--- config.mk ---
export PLATFORM = sky130hd
export DESIGN_NAME = smtp_line_classifier
export DESIGN_NICKNAME = d
export VERILOG_FILES = /design/src/sv/slc_pkg.sv /design/src/sv/slc_kw_match.sv /design/src/sv/slc_out_queue.sv /design/src/sv/smtp_line_classifier.sv
export SDC_FILE = /design/constraint.sdc
export NUM_CORES = 1
export LEC_CHECK = 0
export ABC_CLOCK_PERIOD_IN_PS = 5770
export BUFFER_PORTS_ARGS = -buffer_cell sky130_fd_sc_hd__buf_2
export CORE_MARGIN = 1
export CORE_UTILIZATION = 45
export CTS_BUF_LIST = sky130_fd_sc_hd__clkbuf_2 sky130_fd_sc_hd__clkbuf_4 sky130_fd_sc_hd__clkbuf_8
export DETAILED_ROUTE_END_ITERATION = 6
export GPL_ROUTABILITY_DRIVEN = 0
export GPL_TIMING_DRIVEN = 1
export SLEW_MARGIN = 10
export SYNTH_ARGS = -nofsm -noshare
export SYNTH_HDL_FRONTEND = slang
export SYNTH_SLANG_ARGS = --single-unit
--- constraint.sdc ---
create_clock -name clk -period 5.77 [get_ports clk]
set_input_delay 0.8655 -clock clk [delete_from_list [all_inputs] [get_ports clk]]
set_output_delay 0.8655 -clock clk [all_outputs]
set_load 0.03 [all_outputs]
--- src/sv/slc_pkg.sv ---
`default_nettype none
package slc_pkg;

  localparam int NKW = 10;
  localparam int QDEPTH = 4;

  typedef enum logic [3:0] {
    CLS_HELLO       = 4'd0,
    CLS_MAIL_FROM   = 4'd1,
    CLS_RCPT_TO     = 4'd2,
    CLS_STARTTLS    = 4'd3,
    CLS_DATA        = 4'd4,
    CLS_QUIT        = 4'd5,
    CLS_AUTH        = 4'd6,
    CLS_SECRET      = 4'd7,
    CLS_OTHER       = 4'd8,
    CLS_CODED_REPLY = 4'd9,
    CLS_CONTINUE    = 4'd10,
    CLS_PLAIN_REPLY = 4'd11
  } line_class_t;

  typedef enum logic [1:0] {
    CFG_PORT_A = 2'd0,
    CFG_PORT_B = 2'd1,
    CFG_PORT_C = 2'd2
  } cfg_reg_t;

  localparam logic [7:0] CH_CR    = 8'h0D;
  localparam logic [7:0] CH_LF    = 8'h0A;
  localparam logic [7:0] CH_DASH  = 8'h2D;
  localparam logic [7:0] CH_ZERO  = 8'h30;
  localparam logic [7:0] CH_NINE  = 8'h39;
  localparam logic [7:0] PRINT_LO = 8'd32;
  localparam logic [7:0] PRINT_HI = 8'd126;

  localparam logic [15:0] PORT_A_RST = 16'd25;
  localparam logic [15:0] PORT_B_RST = 16'd587;
  localparam logic [15:0] PORT_C_RST = 16'd465;

  // keywords, lowercase, leftmost character in the highest used byte
  localparam logic [79:0] KW_STR [NKW] = '{
    80'("ehlo "), 80'("helo "), 80'("mail from:"), 80'("rcpt to:"), 80'("starttls"),
    80'("data"), 80'("quit"), 80'("auth "), 80'("pass "), 80'("login ")
  };
  localparam logic [3:0] KW_LEN [NKW] = '{
    4'd5, 4'd5, 4'd10, 4'd8, 4'd8, 4'd4, 4'd4, 4'd5, 4'd5, 4'd6
  };
  localparam line_class_t KW_CLASS [NKW] = '{
    CLS_HELLO, CLS_HELLO, CLS_MAIL_FROM, CLS_RCPT_TO, CLS_STARTTLS,
    CLS_DATA, CLS_QUIT, CLS_AUTH, CLS_SECRET, CLS_SECRET
  };

  typedef struct packed {
    logic        kind;
    logic        from_server;
    line_class_t cls;
    logic [9:0]  code;
    logic [7:0]  sep;
    logic [10:0] start;
    logic [11:0] length;
    logic        accepted;
    logic        last;
  } slc_rec_t;

  function automatic logic [7:0] kw_char(input int k, input logic [3:0] p);
    logic [79:0] s;
    int          sh;
    s  = KW_STR[k];
    sh = (int'(KW_LEN[k]) - 1 - int'(p)) * 8;
    if (p < KW_LEN[k]) begin
      kw_char = 8'(s >> sh);
    end else begin
      kw_char = 8'h00;
    end
  endfunction

  // first live keyword that the line is long enough for
  function automatic line_class_t kw_pick(input logic [NKW-1:0] alive,
                                          input logic [3:0] pos4,
                                          input logic pos_hi);
    line_class_t c;
    c = CLS_OTHER;
    for (int k = NKW - 1; k >= 0; k--) begin
      if (alive[k] && (pos_hi || pos4 >= KW_LEN[k])) begin
        c = KW_CLASS[k];
      end
    end
    return c;
  endfunction

endpackage
`default_nettype wire

--- src/sv/slc_kw_match.sv ---
`default_nettype none
module slc_kw_match (
  input  wire logic [7:0]             lc_byte,
  input  wire logic [3:0]             pos4,
  input  wire logic                   pos_hi,
  input  wire logic [slc_pkg::NKW-1:0] alive_in,
  output logic      [slc_pkg::NKW-1:0] alive_out
);
  import slc_pkg::*;

  // a keyword dies on the first mismatching byte inside its length
  always_comb begin
    for (int k = 0; k < NKW; k++) begin
      alive_out[k] = alive_in[k] &
                     ~(!pos_hi && (pos4 < KW_LEN[k]) && (lc_byte != kw_char(k, pos4)));
    end
  end

endmodule
`default_nettype wire

--- src/sv/slc_out_queue.sv ---
`default_nettype none
module slc_out_queue (
  input  wire logic             clk,
  input  wire logic             rst_n,
  input  wire logic [1:0]       wr_cnt,
  input  wire slc_pkg::slc_rec_t wr_rec0,
  input  wire slc_pkg::slc_rec_t wr_rec1,
  input  wire logic             rd,
  output slc_pkg::slc_rec_t     rd_rec,
  output logic                  rd_valid,
  output logic                  room2
);
  import slc_pkg::*;

  localparam int AW = $clog2(QDEPTH);

  slc_rec_t       q_r [QDEPTH];
  logic [AW-1:0]  wp_r, rp_r;
  logic [AW:0]    cnt_r;
  logic           pop;

  assign rd_valid = (cnt_r != '0);
  assign pop      = rd && rd_valid;
  assign rd_rec   = q_r[rp_r];
  assign room2    = (cnt_r <= (AW+1)'(QDEPTH - 2));

  always_ff @(posedge clk) begin
    if (wr_cnt != 2'd0) begin
      q_r[wp_r] <= wr_rec0;
    end
    if (wr_cnt == 2'd2) begin
      q_r[wp_r + AW'(1)] <= wr_rec1;
    end
  end

  always_ff @(posedge clk) begin
    if (!rst_n) begin
      wp_r  <= '0;
      rp_r  <= '0;
      cnt_r <= '0;
    end else begin
      wp_r  <= wp_r + AW'(wr_cnt);
      rp_r  <= rp_r + AW'(pop);
      cnt_r <= cnt_r + (AW+1)'(wr_cnt) - (AW+1)'(pop);
    end
  end

endmodule
`default_nettype wire

--- src/sv/smtp_line_classifier.sv ---
`default_nettype none
// Channel | Dir | Handshake            | Beat
// in_     | in  | in_valid/in_ready    | one payload byte plus packet ports and flags
// out_    | out | out_valid/out_ready  | one line record or one packet verdict
// cfg_    | in  | cfg_we               | write of one mail port register
//
// One byte is taken per cycle while in_ready is high. A byte yields up to two beats
// (line record, verdict); they enter a four-entry result queue in the accept cycle and
// leave one per cycle while out_ready is high. in_ready drops while the queue holds
// more than two beats, so a stalled output side backs up into the input.
// First result is visible in the cycle after the byte is accepted.
// Reset is synchronous: mail ports return to 25/587/465, per-packet state clears.
module smtp_line_classifier #(
  parameter int MAX_PAYLOAD = 2048
) (
  input  wire logic        clk,
  input  wire logic        rst_n,
  input  wire logic        in_valid,
  output logic             in_ready,
  input  wire logic [7:0]  in_data_byte,
  input  wire logic [15:0] in_source_port,
  input  wire logic [15:0] in_dest_port,
  input  wire logic        in_first_of_packet,
  input  wire logic        in_last_of_packet,
  output logic             out_valid,
  input  wire logic        out_ready,
  output logic             out_record_kind,
  output logic             out_from_server,
  output logic [3:0]       out_line_class,
  output logic [9:0]       out_reply_code,
  output logic [7:0]       out_separator_byte,
  output logic [10:0]      out_line_start,
  output logic [11:0]      out_line_length,
  output logic             out_packet_accepted,
  output logic             out_is_last,
  input  wire logic        cfg_we,
  input  wire logic [1:0]  cfg_index,
  input  wire logic [15:0] cfg_wdata
);
  import slc_pkg::*;

  // offset and line position must be able to hold MAX_PAYLOAD itself
  localparam int OFFW = $clog2(MAX_PAYLOAD + 1);

  // config
  logic [15:0] port_a_r, port_b_r, port_c_r;

  // packet / line state
  logic [9:0]      ml_r,    ml_nxt;
  logic [OFFW-1:0] off_r,   off_nxt;
  logic [10:0]     lbeg_r,  lbeg_nxt;
  logic [OFFW-1:0] lpos_r,  lpos_nxt;
  logic [NKW-1:0]  alive_r, alive_nxt;
  logic [9:0]      code_r,  code_nxt;
  logic            dok_r,   dok_nxt;
  logic [7:0]      sep_r,   sep_nxt;
  logic            prok_r,  prok_nxt;
  logic            portok_r, portok_nxt;
  logic            srv_r,   srv_nxt;

  logic            accept;
  logic            src_hit, dst_hit;
  logic            port_ok, srv;
  logic [9:0]      ml_cur;
  logic [OFFW-1:0] off_cur, lpos_cur, lpos_upd;
  logic [10:0]     lbeg_cur, lbeg_upd;
  logic [NKW-1:0]  alive_cur, alive_upd, alive_kw;
  logic [9:0]      code_cur, code_upd;
  logic            dok_cur, dok_upd;
  logic [7:0]      sep_cur, sep_upd;
  logic            prok_cur;
  logic            in_limit, is_eol, is_digit, printable, take_byte, close_line;
  logic            line_emit;
  logic [7:0]      lc_byte;
  logic [3:0]      pos4;
  logic            pos_hi;
  line_class_t     cls;
  logic [9:0]      rec_code;
  logic [7:0]      rec_sep;
  logic            coded;
  slc_rec_t        line_rec, verdict_rec, wr0, wr1, head;
  logic [1:0]      wr_cnt;
  logic            room2;

  assign accept = in_valid && in_ready;
  assign in_ready = room2;

  // configuration writes
  always_ff @(posedge clk) begin
    if (!rst_n) begin
      port_a_r <= PORT_A_RST;
      port_b_r <= PORT_B_RST;
      port_c_r <= PORT_C_RST;
    end else if (cfg_we) begin
      case (cfg_index)
        CFG_PORT_A: port_a_r <= cfg_wdata;
        CFG_PORT_B: port_b_r <= cfg_wdata;
        CFG_PORT_C: port_c_r <= cfg_wdata;
        default: ;
      endcase
    end
  end

  assign src_hit = (in_source_port == port_a_r) || (in_source_port == port_b_r) ||
                   (in_source_port == port_c_r);
  assign dst_hit = (in_dest_port == port_a_r) || (in_dest_port == port_b_r) ||
                   (in_dest_port == port_c_r);

  // a first-of-packet beat clears per-packet state before the byte is applied
  always_comb begin
    port_ok   = in_first_of_packet ? (src_hit || dst_hit) : portok_r;
    srv       = in_first_of_packet ? src_hit : srv_r;
    ml_cur    = in_first_of_packet ? '0 : ml_r;
    off_cur   = in_first_of_packet ? '0 : off_r;
    lbeg_cur  = in_first_of_packet ? '0 : lbeg_r;
    lpos_cur  = in_first_of_packet ? '0 : lpos_r;
    alive_cur = in_first_of_packet ? '1 : alive_r;
    code_cur  = in_first_of_packet ? '0 : code_r;
    dok_cur   = in_first_of_packet ? 1'b1 : dok_r;
    sep_cur   = in_first_of_packet ? '0 : sep_r;
    prok_cur  = in_first_of_packet ? 1'b1 : prok_r;
  end

  assign is_eol    = (in_data_byte == CH_CR) || (in_data_byte == CH_LF);
  assign is_digit  = (in_data_byte >= CH_ZERO) && (in_data_byte <= CH_NINE);
  assign printable = ((in_data_byte >= PRINT_LO) && (in_data_byte <= PRINT_HI)) || is_eol;
  assign in_limit  = (off_cur < OFFW'(MAX_PAYLOAD));
  assign take_byte = in_limit && !is_eol;
  assign lc_byte   = ((in_data_byte >= "A") && (in_data_byte <= "Z")) ?
                     (in_data_byte + 8'd32) : in_data_byte;
  assign pos4      = lpos_cur[3:0];
  assign pos_hi    = |lpos_cur[OFFW-1:4];

  slc_kw_match u_kw (
    .lc_byte  (lc_byte),
    .pos4     (pos4),
    .pos_hi   (pos_hi),
    .alive_in (alive_cur),
    .alive_out(alive_kw)
  );

  // line state with this byte appended (unchanged for terminators and past the limit)
  always_comb begin
    lpos_upd  = lpos_cur;
    lbeg_upd  = lbeg_cur;
    alive_upd = alive_cur;
    code_upd  = code_cur;
    dok_upd   = dok_cur;
    sep_upd   = sep_cur;
    if (take_byte) begin
      lpos_upd  = lpos_cur + OFFW'(1);
      alive_upd = alive_kw;
      if (lpos_cur == '0) begin
        lbeg_upd = 11'(off_cur);
      end
      if (!pos_hi && pos4 < 4'd3) begin
        if (is_digit) begin
          code_upd = 10'(code_cur * 10'd10 + 10'(in_data_byte - CH_ZERO));
        end else begin
          dok_upd = 1'b0;
        end
      end else if (!pos_hi && pos4 == 4'd3) begin
        sep_upd = in_data_byte;
      end
    end
  end

  // a line closes on a terminator inside the limit, or at end of packet
  assign close_line = (in_limit && is_eol) || in_last_of_packet;
  assign line_emit  = close_line && (lpos_upd != '0) && port_ok;
  assign coded      = srv && dok_upd && (lpos_upd >= OFFW'(3));

  always_comb begin
    rec_code = '0;
    rec_sep  = '0;
    if (srv) begin
      if (coded) begin
        cls      = CLS_CODED_REPLY;
        rec_code = code_upd;
        rec_sep  = sep_upd;
      end else if (ml_cur != '0) begin
        cls      = CLS_CONTINUE;
        rec_code = ml_cur;
      end else begin
        cls = CLS_PLAIN_REPLY;
      end
    end else begin
      cls = kw_pick(alive_upd, lpos_upd[3:0], |lpos_upd[OFFW-1:4]);
    end
  end

  always_comb begin
    line_rec             = '0;
    line_rec.kind        = 1'b0;
    line_rec.from_server = srv;
    line_rec.cls         = cls;
    line_rec.code        = rec_code;
    line_rec.sep         = rec_sep;
    line_rec.start       = lbeg_upd;
    line_rec.length      = 12'(lpos_upd);

    verdict_rec             = '0;
    verdict_rec.kind        = 1'b1;
    verdict_rec.from_server = srv;
    verdict_rec.cls         = CLS_HELLO;
    verdict_rec.accepted    = port_ok && prok_cur && printable;
    verdict_rec.last        = 1'b1;

    wr0    = line_emit ? line_rec : verdict_rec;
    wr1    = verdict_rec;
    wr_cnt = accept ? (2'(line_emit) + 2'(in_last_of_packet)) : 2'd0;
  end

  // next state
  always_comb begin
    portok_nxt = port_ok;
    srv_nxt    = srv;
    prok_nxt   = prok_cur && printable;
    off_nxt    = in_limit ? (off_cur + OFFW'(1)) : off_cur;
    lbeg_nxt   = lbeg_upd;
    ml_nxt     = ml_cur;
    if (line_emit && coded) begin
      ml_nxt = (sep_upd == CH_DASH) ? code_upd : '0;
    end
    if (close_line) begin
      lpos_nxt  = '0;
      alive_nxt = '1;
      code_nxt  = '0;
      dok_nxt   = 1'b1;
      sep_nxt   = '0;
    end else begin
      lpos_nxt  = lpos_upd;
      alive_nxt = alive_upd;
      code_nxt  = code_upd;
      dok_nxt   = dok_upd;
      sep_nxt   = sep_upd;
    end
    if (in_last_of_packet) begin
      ml_nxt   = '0;
      off_nxt  = '0;
      lbeg_nxt = '0;
      prok_nxt = 1'b1;
    end
  end

  always_ff @(posedge clk) begin
    if (!rst_n) begin
      ml_r     <= '0;
      off_r    <= '0;
      lbeg_r   <= '0;
      lpos_r   <= '0;
      alive_r  <= '1;
      code_r   <= '0;
      dok_r    <= 1'b1;
      sep_r    <= '0;
      prok_r   <= 1'b1;
      portok_r <= 1'b0;
      srv_r    <= 1'b0;
    end else if (accept) begin
      ml_r     <= ml_nxt;
      off_r    <= off_nxt;
      lbeg_r   <= lbeg_nxt;
      lpos_r   <= lpos_nxt;
      alive_r  <= alive_nxt;
      code_r   <= code_nxt;
      dok_r    <= dok_nxt;
      sep_r    <= sep_nxt;
      prok_r   <= prok_nxt;
      portok_r <= portok_nxt;
      srv_r    <= srv_nxt;
    end
  end

  slc_out_queue u_q (
    .clk     (clk),
    .rst_n   (rst_n),
    .wr_cnt  (wr_cnt),
    .wr_rec0 (wr0),
    .wr_rec1 (wr1),
    .rd      (out_ready),
    .rd_rec  (head),
    .rd_valid(out_valid),
    .room2   (room2)
  );

  assign out_record_kind     = head.kind;
  assign out_from_server     = head.from_server;
  assign out_line_class      = head.cls;
  assign out_reply_code      = head.code;
  assign out_separator_byte  = head.sep;
  assign out_line_start      = head.start;
  assign out_line_length     = head.length;
  assign out_packet_accepted = head.accepted;
  assign out_is_last         = head.last;

endmodule
`default_nettype wire

======== Yosys cells after proc, flatten, opt, wreduce, memory -nomap -nowiden ========
Memories as Yosys holds them, arrays and structs flattened. A register that Yosys moved wholly into a read port is not among the register bits.
Index checks and enable logic that the tools add are counted.
storage, ports and cells
  bits in registers ....................... 132
  RAM bits ................................ 196
  input port bits ......................... 65
  output and inout port bits .............. 51
  word-level logic and storage cells ...... 248
  memories kept ........................... 1
operators by class
  $add $sub $neg .......................... 16
  multiply operators ...................... 1
  $lt $le $gt $ge ......................... 20
  eq/ne operators ......................... 23
  shifts and indexed selects .............. 10
  mux-type cells .......................... 72
  bitwise logic cells ..................... 20
  reductions and logical operators ........ 68
memory list
  memory   depth  bits a word  read ports  clocked after Yosys merged registers in  wr ports  RTL line             RTL
  u_q.q_r  4      49           1           1                                        2         slc_out_queue.sv:17  slc_rec_t q_r [QDEPTH];
operator list
  operator                                                        count
  >> shifter 39 x 32 -> 8 bit, first input constant               4
  two-way mux 10 bit                                              15
  two-way mux 8 bit                                               18
  >> shifter 63 x 32 -> 8 bit, first input constant               2
  equality test 16 bit                                            6
  != test 8 bit                                                   10
  >> shifter 79 x 32 -> 8 bit, first input constant               1
  two-way mux 12 bit                                              6
  >> shifter 31 x 32 -> 8 bit, first input constant               2
  two-way mux 49 bit                                              1
  >> shifter 47 x 32 -> 8 bit, first input constant               1
  two-way mux 11 bit                                              4
  two-way mux 4 bit                                               11
  logical AND 1 bit                                               42
  adder 12 x 1 -> 12 bit, second input constant                   2
  equality test 8 x 4 -> 1 bit, second input constant             2
  >= comparator 8 x 6 -> 1 bit, second input constant             2
  less-or-equal comparator 8 x 7 -> 1 bit, second input constant  2
  OR reduction 8 bit                                              2
  subtractor 3 x 4 -> 5 bit, first input constant                 3
  two-way mux 1 bit                                               14
  logical OR 1 bit                                                13
  >= comparator 12 x 2 -> 1 bit, second input constant            1
  >= comparator 4 x 3 -> 1 bit, second input constant             3
  35 further kinds                                                63

======== Longest topological paths before layout ========
Gate-level depths: netlist of the first run.
  depth after elaboration ................. 22
  mapped depth ............................ 22
  gate-level depth less buffers ........... 19

======== By module ========
A second synthesis of the first run with hierarchy kept.
second synthesis, totals
  cell total of the unflattened synthesis .. 1989
  area total of the unflattened synthesis .. 20783.7 µm²
modules (own cells, without submodules)
  module                instances  cells an instance  area each (µm²)  sequential area each (µm²)
  slc_out_queue         1          520                9898.2           6025.8
  smtp_line_classifier  1          1172               8993.6           2502.4
  slc_kw_match          1          297                1891.8           0.0

======== Least setup slack after synthesis of the first run ========
No wires, ideal clock.
  kind .................................... in2reg
  start point ............................. in in_data_byte[4]
  end point ............................... mem u_q.q_r[2][1] (netlist bit), enable pin
  setup time .............................. 0.259 ns
  arrival ................................. 5.022 ns
  path slack .............................. 0.489 ns
  stages .................................. 19
  path buffers ............................ 5
  cells stage by stage .................... clkbuf_1 clkinv_1 ha_1 o2111ai_2 and4_1 buf_2 mux2_4 o21bai_4 or2b_2 o221ai_2 clkinv_1 ha_1 o21ai_1 or2_2 clkbuf_1 and2_1 clkbuf_1 clkbuf_1 inv_1
RTL lines
  what             RTL line                    RTL
  start, declared  smtp_line_classifier.sv:20  input wire logic [7:0] in_data_byte,
  end, declared    slc_out_queue.sv:17

==> results of run 1 <==
[power groups by stage]
stage	sequential, mW	combinational (mW)	clock (mW)
2_1_floorplan	2.42	0.805	0
3_3_place_gp	2.54	1.00	0
3_5_place_dp	2.54	1.01	0
4_1_cts	2.49	1.02	2.19
5_1_grt	2.51	1.10	2.30
6_report	2.49	1.02	2.14
[layout make-up]
type	instances	share of cell area, %
clock buffer	85	5.213
tap	518	3.253
clock inverter	10	0.4522
inverter	39	0.7348
timing repair buffer	166	4.886
sequential	324	32.98
multi-input combinational	1493	52.48
[cells by family (layout without fill, tap and decap cells)]
logic type / after synthesis / after routing / synth area share, %
simple gates: 709 / 709 / 20.08
compound gates: 532 / 532 / 21.33
flops: 324 / 324 / 37.11
buf+inv: 187 / 300 / 4.144
xor+xnor: 147 / 147 / 7.277
mux: 66 / 66 / 7.171
fa+ha+maj: 39 / 39 / 2.885
[worst max-delay path, cell delays in order]
cell      delay, ns
buf_2          0.18
buf_12         0.31
nand2b_1       0.36
ha_1           0.55
xor2_1         0.29
or3b_1         0.39
a211oi_2       0.48
and4_1         0.26
o31a_1         0.22
o211ai_1       0.16
o32ai_1        0.46
o22ai_1        0.17
nor3b_1        0.19
a41o_1         0.35
a21o_1         0.20
[path summary, 6_finish.rpt]
kind                      start        endpoint  slack [ns]  depth (start not counted)
max          in_first_of_packet  u_q.q_r[2][46]        0.76                         15
min               u_q.q_r[2][7]   u_q.q_r[2][7]        0.45                          2
max reg2reg           lpos_r[0]  u_q.q_r[3][45]        0.93                         15
min reg2reg       u_q.q_r[2][7]   u_q.q_r[2][7]        0.45                          2
[state kept, by name, indices dropped and copies added, names as in the netlist, 2 cells and up]
name	count
u_q.q_r	192
port_a_r	16
port_b_r	16
port_c_r	16
lpos_r	12
off_r	12
lbeg_r	11
alive_r	10
code_r	10
ml_r	10
sep_r	8
u_q.cnt_r	3
u_q.rp_r	2
u_q.wp_r	2
[synthesized netlist by cell type, types with 45 or more instances]
cell type	n
xnor2_1	83
a22o_1	126
a21oi_1	69
dfxtp_1	316
xor2_1	64
nand2_1	270
nor2b_1	65
nand3_1	45
clkbuf_1	114
mux4_2	48
nor2_1	99
o21ai_0	117
[per-layer routing]
metal	global-route usage [%]	share of wire (%)	vias up
met5	0	0	-
met4	9.896	2.8	0
met3	4.491	6.7	108
met2	41.02	45	574
met1	36.41	46	7582
li1	-	-	7400
[stage by stage]
stage	hold WS (ns)	std cells	power [mW]
detailed placement	0.4391	2540	3.556
global placement	0.4283	2540	3.541
floorplan	0.4198	2004	3.230
global route	0.4440	2635	5.912
CTS	0.4251	2635	5.705
finish	0.4498	2635	5.657
==> flow_summary.toml, run 1 <==
[clock_tree]
cts_buffer_depth = 3
ctsHtreeMaxLevel = 2
ctsResizeCount = 0
postCtsHoldBufs = 0
clock_sinks = 324
cts.clk_slew.worst_paths_ns = 0.06
cts_tree = "built"
clkLatencyLatePin_ns = 0.65
post_cts_buffers = 0
numCtsBuffers = 54
clockRootBuffer = "clkbuf_8"

[layout]
layout-drive-gt1-share_pct = 17.15
mostFrequentLayoutCells = "dfxtp_1 (314), nand2_1 (270), a22o_1 (126), o21ai_0 (116), buf_2 (114)"
stdcell_area_mm2 = 0.01992
fill_cells = 3698
postLayoutCoreUtil_pct = 51.43
diodes = 0
fin_nets = 2182
layout.cells.most_common = "dfxtp_1"
multi_input_area_mm2 = 0.01046
area_growth_syn_to_layout_pct = 12.60
regArea_mm2 = 0.006571

[pwr]
ir_worst_vdd_mv = 0.1995
seq_power_share_pct = 44.0
switching_share_pct = 30.52
combPwrFrac_pct = 18.1
p_per_area_mw_per_mm2 = 283.9
clkPwrFrac_pct = 37.9
power.net_switching_mw = 1.727
p_leak_nw = 7.712
p_int_mw = 3.930

[worst_setup_path]
worstPathRequired_ns = 6.31
cp_max_fo = 80
crit_arrival_ns = 5.55
worstSetupPathType = "input port to register"
critPathCaptureType = "register"
startpoint_type = "input port"

[placement]
place.port_buffers = 115
postPlaceCellArea_mm2 = 0.01879
place_hpwl_mm = 36.95
post-place-ws_ns = 0.2705

[grt]
gr-total-overflow = 0
grt_max_degree = 85
grt_pass1_vias = 15090
grt_pass1_wl_mm = 84.68
track_usage_pct = 26.32
grt_antenna_before_repair = 0

[timing]
timing.final.ws_setup_ns = 0.7614
finalCriticalPeriod_ns = 5.009
tightest_slew_ns = 1.239
setup-tns-final_ns = 0
period_share_pct = 86.80
skew_ns = 0.03845
timing.final.max_slew_violations = 0
clock.fmax_mhz = 199.7
report.final.hold_viol_count = 0
setup_violations = 0
slew_headroom_pct = 16.77
rsz0062_at_grt = "false"

[synthesis]
postSynth.asyncResetShare_pct = 0
yosysWarnings = 0
synth-seq-area-share_pct = 37.11
synth_area_mm2 = 0.01769
synth_edf_count = 8
synthCells = 2004
synth_top_cell_by_area = "dfxtp_1"
yosysUniqueCellTypes = 94
syn-num-nets = 2108
synthTopCellsByArea = "dfxtp_1 (36%), a22o_1 (6.2%), mux4_2 (6.1%)"
synth_seq_cells = 324
synth_top_area_share_pct = 35.75
avgSynthCellArea_um2 = 8.829
synthFlopType = "dfxtp_1"

[die]
die_area_mm2 = 0.04012
start_util_pct = 45.68
io_pins = 116
row_count = 72
die_y_um = 200.3
dieWidth_um = 200.3
core_area_mm2 = 0.03874

[worst_hold_path]
hold_class = "register to register"

[routing]
drt-total-wl_mm = 53.73
drt_iter0_drc = 1316
viasPerCell = 5.945
drt.antenna.violating_nets = 0
drc_errors = 0
vias = 15660
routedWlPerCell_um = 20.39
drt-pass1-iter-count = 6

[job]
max-cap-violations = 0

[outcome]
status = "finished, final reports clean"
Note: power is estimated with default switching activity, not from simulation.
==> run 2, diff against run 1 <==
--- a/config.mk
+++ b/config.mk
@@ -13,6 +13,7 @@
 export DETAILED_ROUTE_END_ITERATION = 6
 export GPL_ROUTABILITY_DRIVEN = 0
 export GPL_TIMING_DRIVEN = 1
+export REMOVE_ABC_BUFFERS = 1
 export SLEW_MARGIN = 10
 export SYNTH_ARGS = -nofsm -noshare
 export SYNTH_HDL_FRONTEND = slang
==> flow_summary.toml, run 2 (same netlist as run 1, synthesis figures left out) <==
[outcome]
status = "finished, final reports clean"

[routing]
drt-total-wl_mm = 52.65
drt.antenna.violating_nets = 0
drt_iter0_drc = 1233
drc_errors = 0
routedWlPerCell_um = 19.93
vias = 15530
viasPerCell = 5.880
drt-pass1-iter-count = 5

[worst_setup_path]
worstPathRequired_ns = 6.29
critPathCaptureType = "register"
startpoint_type = "register"
r2r-end = "u_q.q_r[1][46]"
r2r_slack_ns = 0.90
timing.rr.start = "lpos_r[0]"
cp_max_fo = 30
worstSetupPathType = "register to register"
ff2ff_path_depth = 15
crit_arrival_ns = 5.39

[timing]
skew_ns = 0.03476
finalCriticalPeriod_ns = 4.873
rsz0062_at_grt = "false"
slew_headroom_pct = 23.85
timing.final.max_slew_violations = 0
tightest_slew_ns = 1.130
period_share_pct = 84.45
clock.fmax_mhz = 205.2
setup_violations = 0
report.final.hold_viol_count = 0

[pwr]
p_per_area_mw_per_mm2 = 286.4
switching_share_pct = 30.48
clkPwrFrac_pct = 38.6
combPwrFrac_pct = 18.7
ir_worst_vdd_mv = 0.1654
power.net_switching_mw = 1.747
p_leak_nw = 7.751
seq_power_share_pct = 42.8
p_int_mw = 3.984

[die]
core_area_mm2 = 0.03874
die_y_um = 200.3
die_area_mm2 = 0.04012
row_count = 72
io_pins = 116
dieWidth_um = 200.3
start_util_pct = 45.68

[worst_hold_path]
min_to = "u_q.q_r[0][37]"
hold_class = "register to register"
whs_path_depth = 2
min_from = "u_q.q_r[0][37]"

[clock_tree]
post_cts_buffers = 0
clockRootBuffer = "clkbuf_8"
postCtsHoldBufs = 0
cts.clk_slew.worst_paths_ns = 0.07
ctsResizeCount = 0
cts_buffer_depth = 3
numCtsBuffers = 55
ctsHtreeMaxLevel = 2
clock_sinks = 324
clkLatencyLatePin_ns = 0.65
cts_tree = "built"

[grt]
met2_usage_pct = 39.69
grt_pass1_vias = 15090
grt_antenna_before_repair = 0
grt_use_met3_pct = 4.295
grtUsageMet1_pct = 37.20
track_usage_pct = 26.00
grt_pass1_wl_mm = 84.95
gr-total-overflow = 0
busiest_layer = "met2"
grt_max_degree = 82

[placement]
postPlaceCellArea_mm2 = 0.01885
place.port_buffers = 115
place_hpwl_mm = 36.58

[layout]
diodes = 0
layout-drive-gt1-share_pct = 17.09
postLayoutCoreUtil_pct = 51.66
fin_nets = 2187
regMostFlops = "u_q.q_r"
area_growth_syn_to_layout_pct = 13.11
mostFrequentLayoutCells = "dfxtp_1 (314), nand2_1 (270), a22o_1 (126), o21ai_0 (116), buf_2 (114)"
stdcell_area_mm2 = 0.02001
layout.cells.most_common = "dfxtp_1"
largest_register_ffs = 192

[job]
max-cap-violations = 0
[run 2: cell count changes in the layout (fill, tap and decap cells not counted), sizes merged]
cell and delta:
buf +4, clkbuf -6, clkinv +7, bufinv +2
[run 2: worst max-delay path by stage]
stage,start,endpoint,slack [ns],depth (start not counted)
floorplan,in_data_byte[4],u_q.q_r[0][10],-1.18,14
global placement,in_first_of_packet,u_q.q_r[3][45],0.73,14
finish,lpos_r[0],u_q.q_r[1][46],0.90,15
detailed placement,in_data_byte[5],u_q.cnt_r[2],0.72,20
CTS,lpos_r[0],u_q.q_r[1][46],1.00,15
global route,lpos_r[0],u_q.q_r[2][45],0.62,15
[run 2: critical path: stages (launching register included)]
cell,delay (ns)
dfxtp_1,0.53
buf_4,0.37
nor2b_1,0.21
inv_1,0.12
ha_1,0.38
xor2_1,0.30
or3b_1,0.39
a211oi_2,0.49
and4_1,0.27
o31a_1,0.27
o211ai_1,0.17
o32ai_1,0.39
o22ai_1,0.18
nor3b_1,0.19
a41o_1,0.32
a21o_1,0.19
[run 2: power by group through the flow]
stage	Combinational, mW	Sequential (mW)	Clock [mW]
floorplan	0.650	2.51	0
detailed placement	1.07	2.50	0
global route	1.16	2.47	2.36
finish	1.07	2.45	2.21
CTS	1.07	2.45	2.26
global placement	1.06	2.50	0
[run 2: metrics by stage]
| stage | setup WS [ns] | instances | setup TNS, ns | power [mW] | hold slack (ns) |
|---|---|---|---|---|---|
| 2_1_floorplan | -1.181 | 1856 | -79.27 | 3.161 | 0.4198 |
| 3_3_place_gp | 0.7263 | 2544 | 0 | 3.559 | 0.4284 |
| 3_5_place_dp | 0.7199 | 2544 | 0 | 3.567 | 0.4377 |
| 4_1_cts | 1.003 | 2642 | 0 | 5.783 | 0.4087 |
| 5_1_grt | 0.6211 | 2642 | 0 | 5.992 | 0.4535 |
| 6_report | 0.8974 | 2642 | 0 | 5.731 | 0.4488 |
[run 2: cell type report]
type,instances,area [µm²]
Fill cell,3730,18720
Multi-Input combinational cell,1493,10460
Sequential cell,324,6571
Timing Repair Buffer,170,1028
Clock buffer,79,987.2
Tap cell,518,648.1
Clock inverter,19,176.4
Inverter,39,146.4
[run 2: routing by layer]
metal  part of all wire, %  wire length [µm]
met1                    47             24610
met2                    45             23460
met3                   6.2              3260
met4                   2.5              1332
met5                     0                 0
==> run 3, diff against run 2 <==
--- a/config.mk
+++ b/config.mk
@@ -5,7 +5,8 @@
 export SDC_FILE = /design/constraint.sdc
 export NUM_CORES = 1
 export LEC_CHECK = 0
-export ABC_CLOCK_PERIOD_IN_PS = 5770
+export ABC_AREA = 1
+export ABC_CLOCK_PERIOD_IN_PS = 4500
 export BUFFER_PORTS_ARGS = -buffer_cell sky130_fd_sc_hd__buf_2
 export CORE_MARGIN = 1
 export CORE_UTILIZATION = 45
==> constraint.sdc (replaced) <==
create_clock -name clk -period 4.5 [get_ports clk]
set_input_delay 0.675 -clock clk [delete_from_list [all_inputs] [get_ports clk]]
set_output_delay 0.675 -clock clk [all_outputs]
set_load 0.03 [all_outputs]
==> flow_summary.toml, run 3 <==
[timing]
period_share_pct = 88.29
report.final.hold_viol_count = 0
tightest_slew_ns = 1.048
timing.final.max_slew_violations = 0
clock.fmax_mhz = 251.7
setup-tns-final_ns = 0
slew_headroom_pct = 30.11
rsz0062_at_grt = "false"
finalCriticalPeriod_ns = 3.973
skew_ns = 0.02152
setup_violations = 0

[synthesis]
synth_edf_count = 8
yosysWarnings = 0
synthCells = 2648
synthFlopType = "dfxtp_1"
synth_seq_cells = 324
synth-seq-area-share_pct = 37.20
synthTopCellsByArea = "dfxtp_1 (36%), nand2_1 (16%), o21ai_0 (9.9%)"
synth_common_cells = "nand2_1 (755), o21ai_0 (348), dfxtp_1 (316)"
synth_top_cell_by_area = "dfxtp_1"
synth_top_area_share_pct = 35.84
yosysUniqueCellTypes = 50
avgSynthCellArea_um2 = 6.665
synth_area_mm2 = 0.01765
post-synth-top-count-cell = "nand2_1"
postSynth.asyncResetShare_pct = 0

[layout]
multi_input_area_mm2 = 0.009764
area_growth_syn_to_layout_pct = 12.82
regArea_mm2 = 0.006568
diodes = 0
largest_register_ffs = 192
fill_cells = 3962
layout-drive-gt1-share_pct = 11.98
fin_nets = 2849
fin_cells = 3297
mostFrequentLayoutCells = "nand2_1 (754), o21ai_0 (348), dfxtp_1 (315), nor2_1 (244), inv_1 (178)"
layout.cells.most_common = "nand2_1"
regMostFlops = "u_q.q_r"

[worst_hold_path]
whs_path_depth = 3
hold_class = "input port to register"
min_from = "cfg_wdata[6]"
min_to = "port_c_r[6]"

[worst_setup_path]
path_delay_family = "simple AND/OR/NAND/NOR gates"
timing.rr.start = "off_r[11]"
worstPathRequired_ns = 4.96
critPathCaptureType = "register"
cpPeakStageDelay_ns = 0.38
r2r-end = "u_q.cnt_r[2]"
critPathLaunch = "off_r[11]"
cp_max_fo = 14
slowest_stage = "fa_1"
crit_arrival_ns = 4.44
startpoint_type = "register"
r2r_slack_ns = 0.53
critPathBufInv = 8
ff2ff_path_depth = 26
worstSetupPathType = "register to register"
cpMostUsedCell = "inv_1"

[grt]
grt_antenna_before_repair = 0
grt_pass1_wl_mm = 87.25
gr-total-overflow = 0
grt_max_degree = 87
track_usage_pct = 27.52
grt_pass1_vias = 16590

[clock_tree]
ctsResizeCount = 0
clkLatencyLatePin_ns = 0.63
ctsHtreeMaxLevel = 2
clock_sinks = 324
clockRootBuffer = "clkbuf_8"
numCtsBuffers = 53
cts_buffer_depth = 3
post_cts_buffers = 0
postCtsHoldBufs = 0
cts_tree = "built"
cts.clk_slew.worst_paths_ns = 0.06

[die]
io_pins = 116
row_count = 72
die_y_um = 200.0
dieWidth_um = 200.0
core_area_mm2 = 0.03865
die_area_mm2 = 0.04002
start_util_pct = 45.67

[pwr]
switching_share_pct = 36.59
ir_worst_vdd_mv = 0.2812
p_per_area_mw_per_mm2 = 407.9
seq_power_share_pct = 38.0
combPwrFrac_pct = 29.7
p_int_mw = 5.150
p_leak_nw = 8.571
power.net_switching_mw = 2.972
clkPwrFrac_pct = 32.3
finalPower_mw = 8.122

[routing]
drt-total-wl_mm = 55.06
drt.antenna.violating_nets = 0
drc_errors = 0
viasPerCell = 5.418
drt_iter0_drc = 1362
vias = 17860
routedWlPerCell_um = 16.70
drt-pass1-iter-count = 7

[job]
max-cap-violations = 0

[outcome]
status = "finished, final reports clean"

[placement]
numPlacedInstances = 3208
place_hpwl_mm = 37.77
place.port_buffers = 115
[run 3: cell type report]
type | count | area share, %
multi-input cells | 1990 | 49.04
flip-flops and latches | 324 | 32.98
repair buffers | 178 | 5.580
clock buffers | 86 | 5.316
inverters | 198 | 3.745
well taps | 518 | 3.255
clock inverters | 3 | 0.08797
[run 3: worst reg2reg max path: cells and delay by family, from the launching register on]
family	cells	cell delay (ns)
flops	1	0.37
xor+xnor	1	0.17
fa+ha+maj	4	1.08
buf+inv	8	0.73
simple gates	13	1.49
[run 3: through the flow]
stage,hold slack (ns),utilization (%),cell area [µm²],setup slack [ns]
4_1_cts,0.2419,51.52,19910,0.5093
3_5_place_dp,0.4354,48.74,18840,0.05120
3_3_place_gp,0.4331,48.74,18840,0.1515
5_1_grt,0.2800,51.52,19910,0.09368
2_1_floorplan,0.4208,-,17070,-0.7386
6_report,0.2771,51.52,19910,0.5268
[run 3: cells by family (layout without fill, tap and decap cells)]
kind of cell               after synthesis  in the layout  share of synthesized area [%]
xor gates and xnor gates               100            100                          4.962
adders and majority gates               39             39                          2.892
AOI/OAI and AO/OA                      603            603                          18.10
buffers and inverters                  334            465                          7.500
and+or+nand+nor                       1248           1248                          29.34
DFF                                    324            324                          37.20
[run 3: power by group through the flow]
stage / registers, mW / clock network, mW / logic, mW
global route: 3.10 / 2.83 / 2.64
finish: 3.08 / 2.62 / 2.42
detailed placement: 3.15 / 0 / 2.41
CTS: 3.08 / 2.69 / 2.42
global placement: 3.14 / 0 / 2.40
floorplan: 3.18 / 0 / 1.53
[run 3: how the worst max path moves through the flow]
stage | end | slack, ns | cells past startpoint
global route | u_q.q_r[3][7] | 0.09 | 27
detailed placement | u_q.cnt_r[2] | 0.05 | 27
CTS | u_q.cnt_r[2] | 0.51 | 26
global placement | u_q.cnt_r[2] | 0.15 | 27
floorplan | u_q.q_r[1][47] | -0.74 | 24
finish | u_q.cnt_r[2] | 0.53 | 26
[run 3: routing by layer]
metal | track usage, % | up-vias | part of all wire [%]
met3 | 4.116 | 80 | 6.0
met2 | 44.93 | 565 | 46
li1 | - | 8895 | -
met1 | 37.77 | 8324 | 47
met4 | 7.294 | 0 | 1.7
met5 | 0 | - | 0
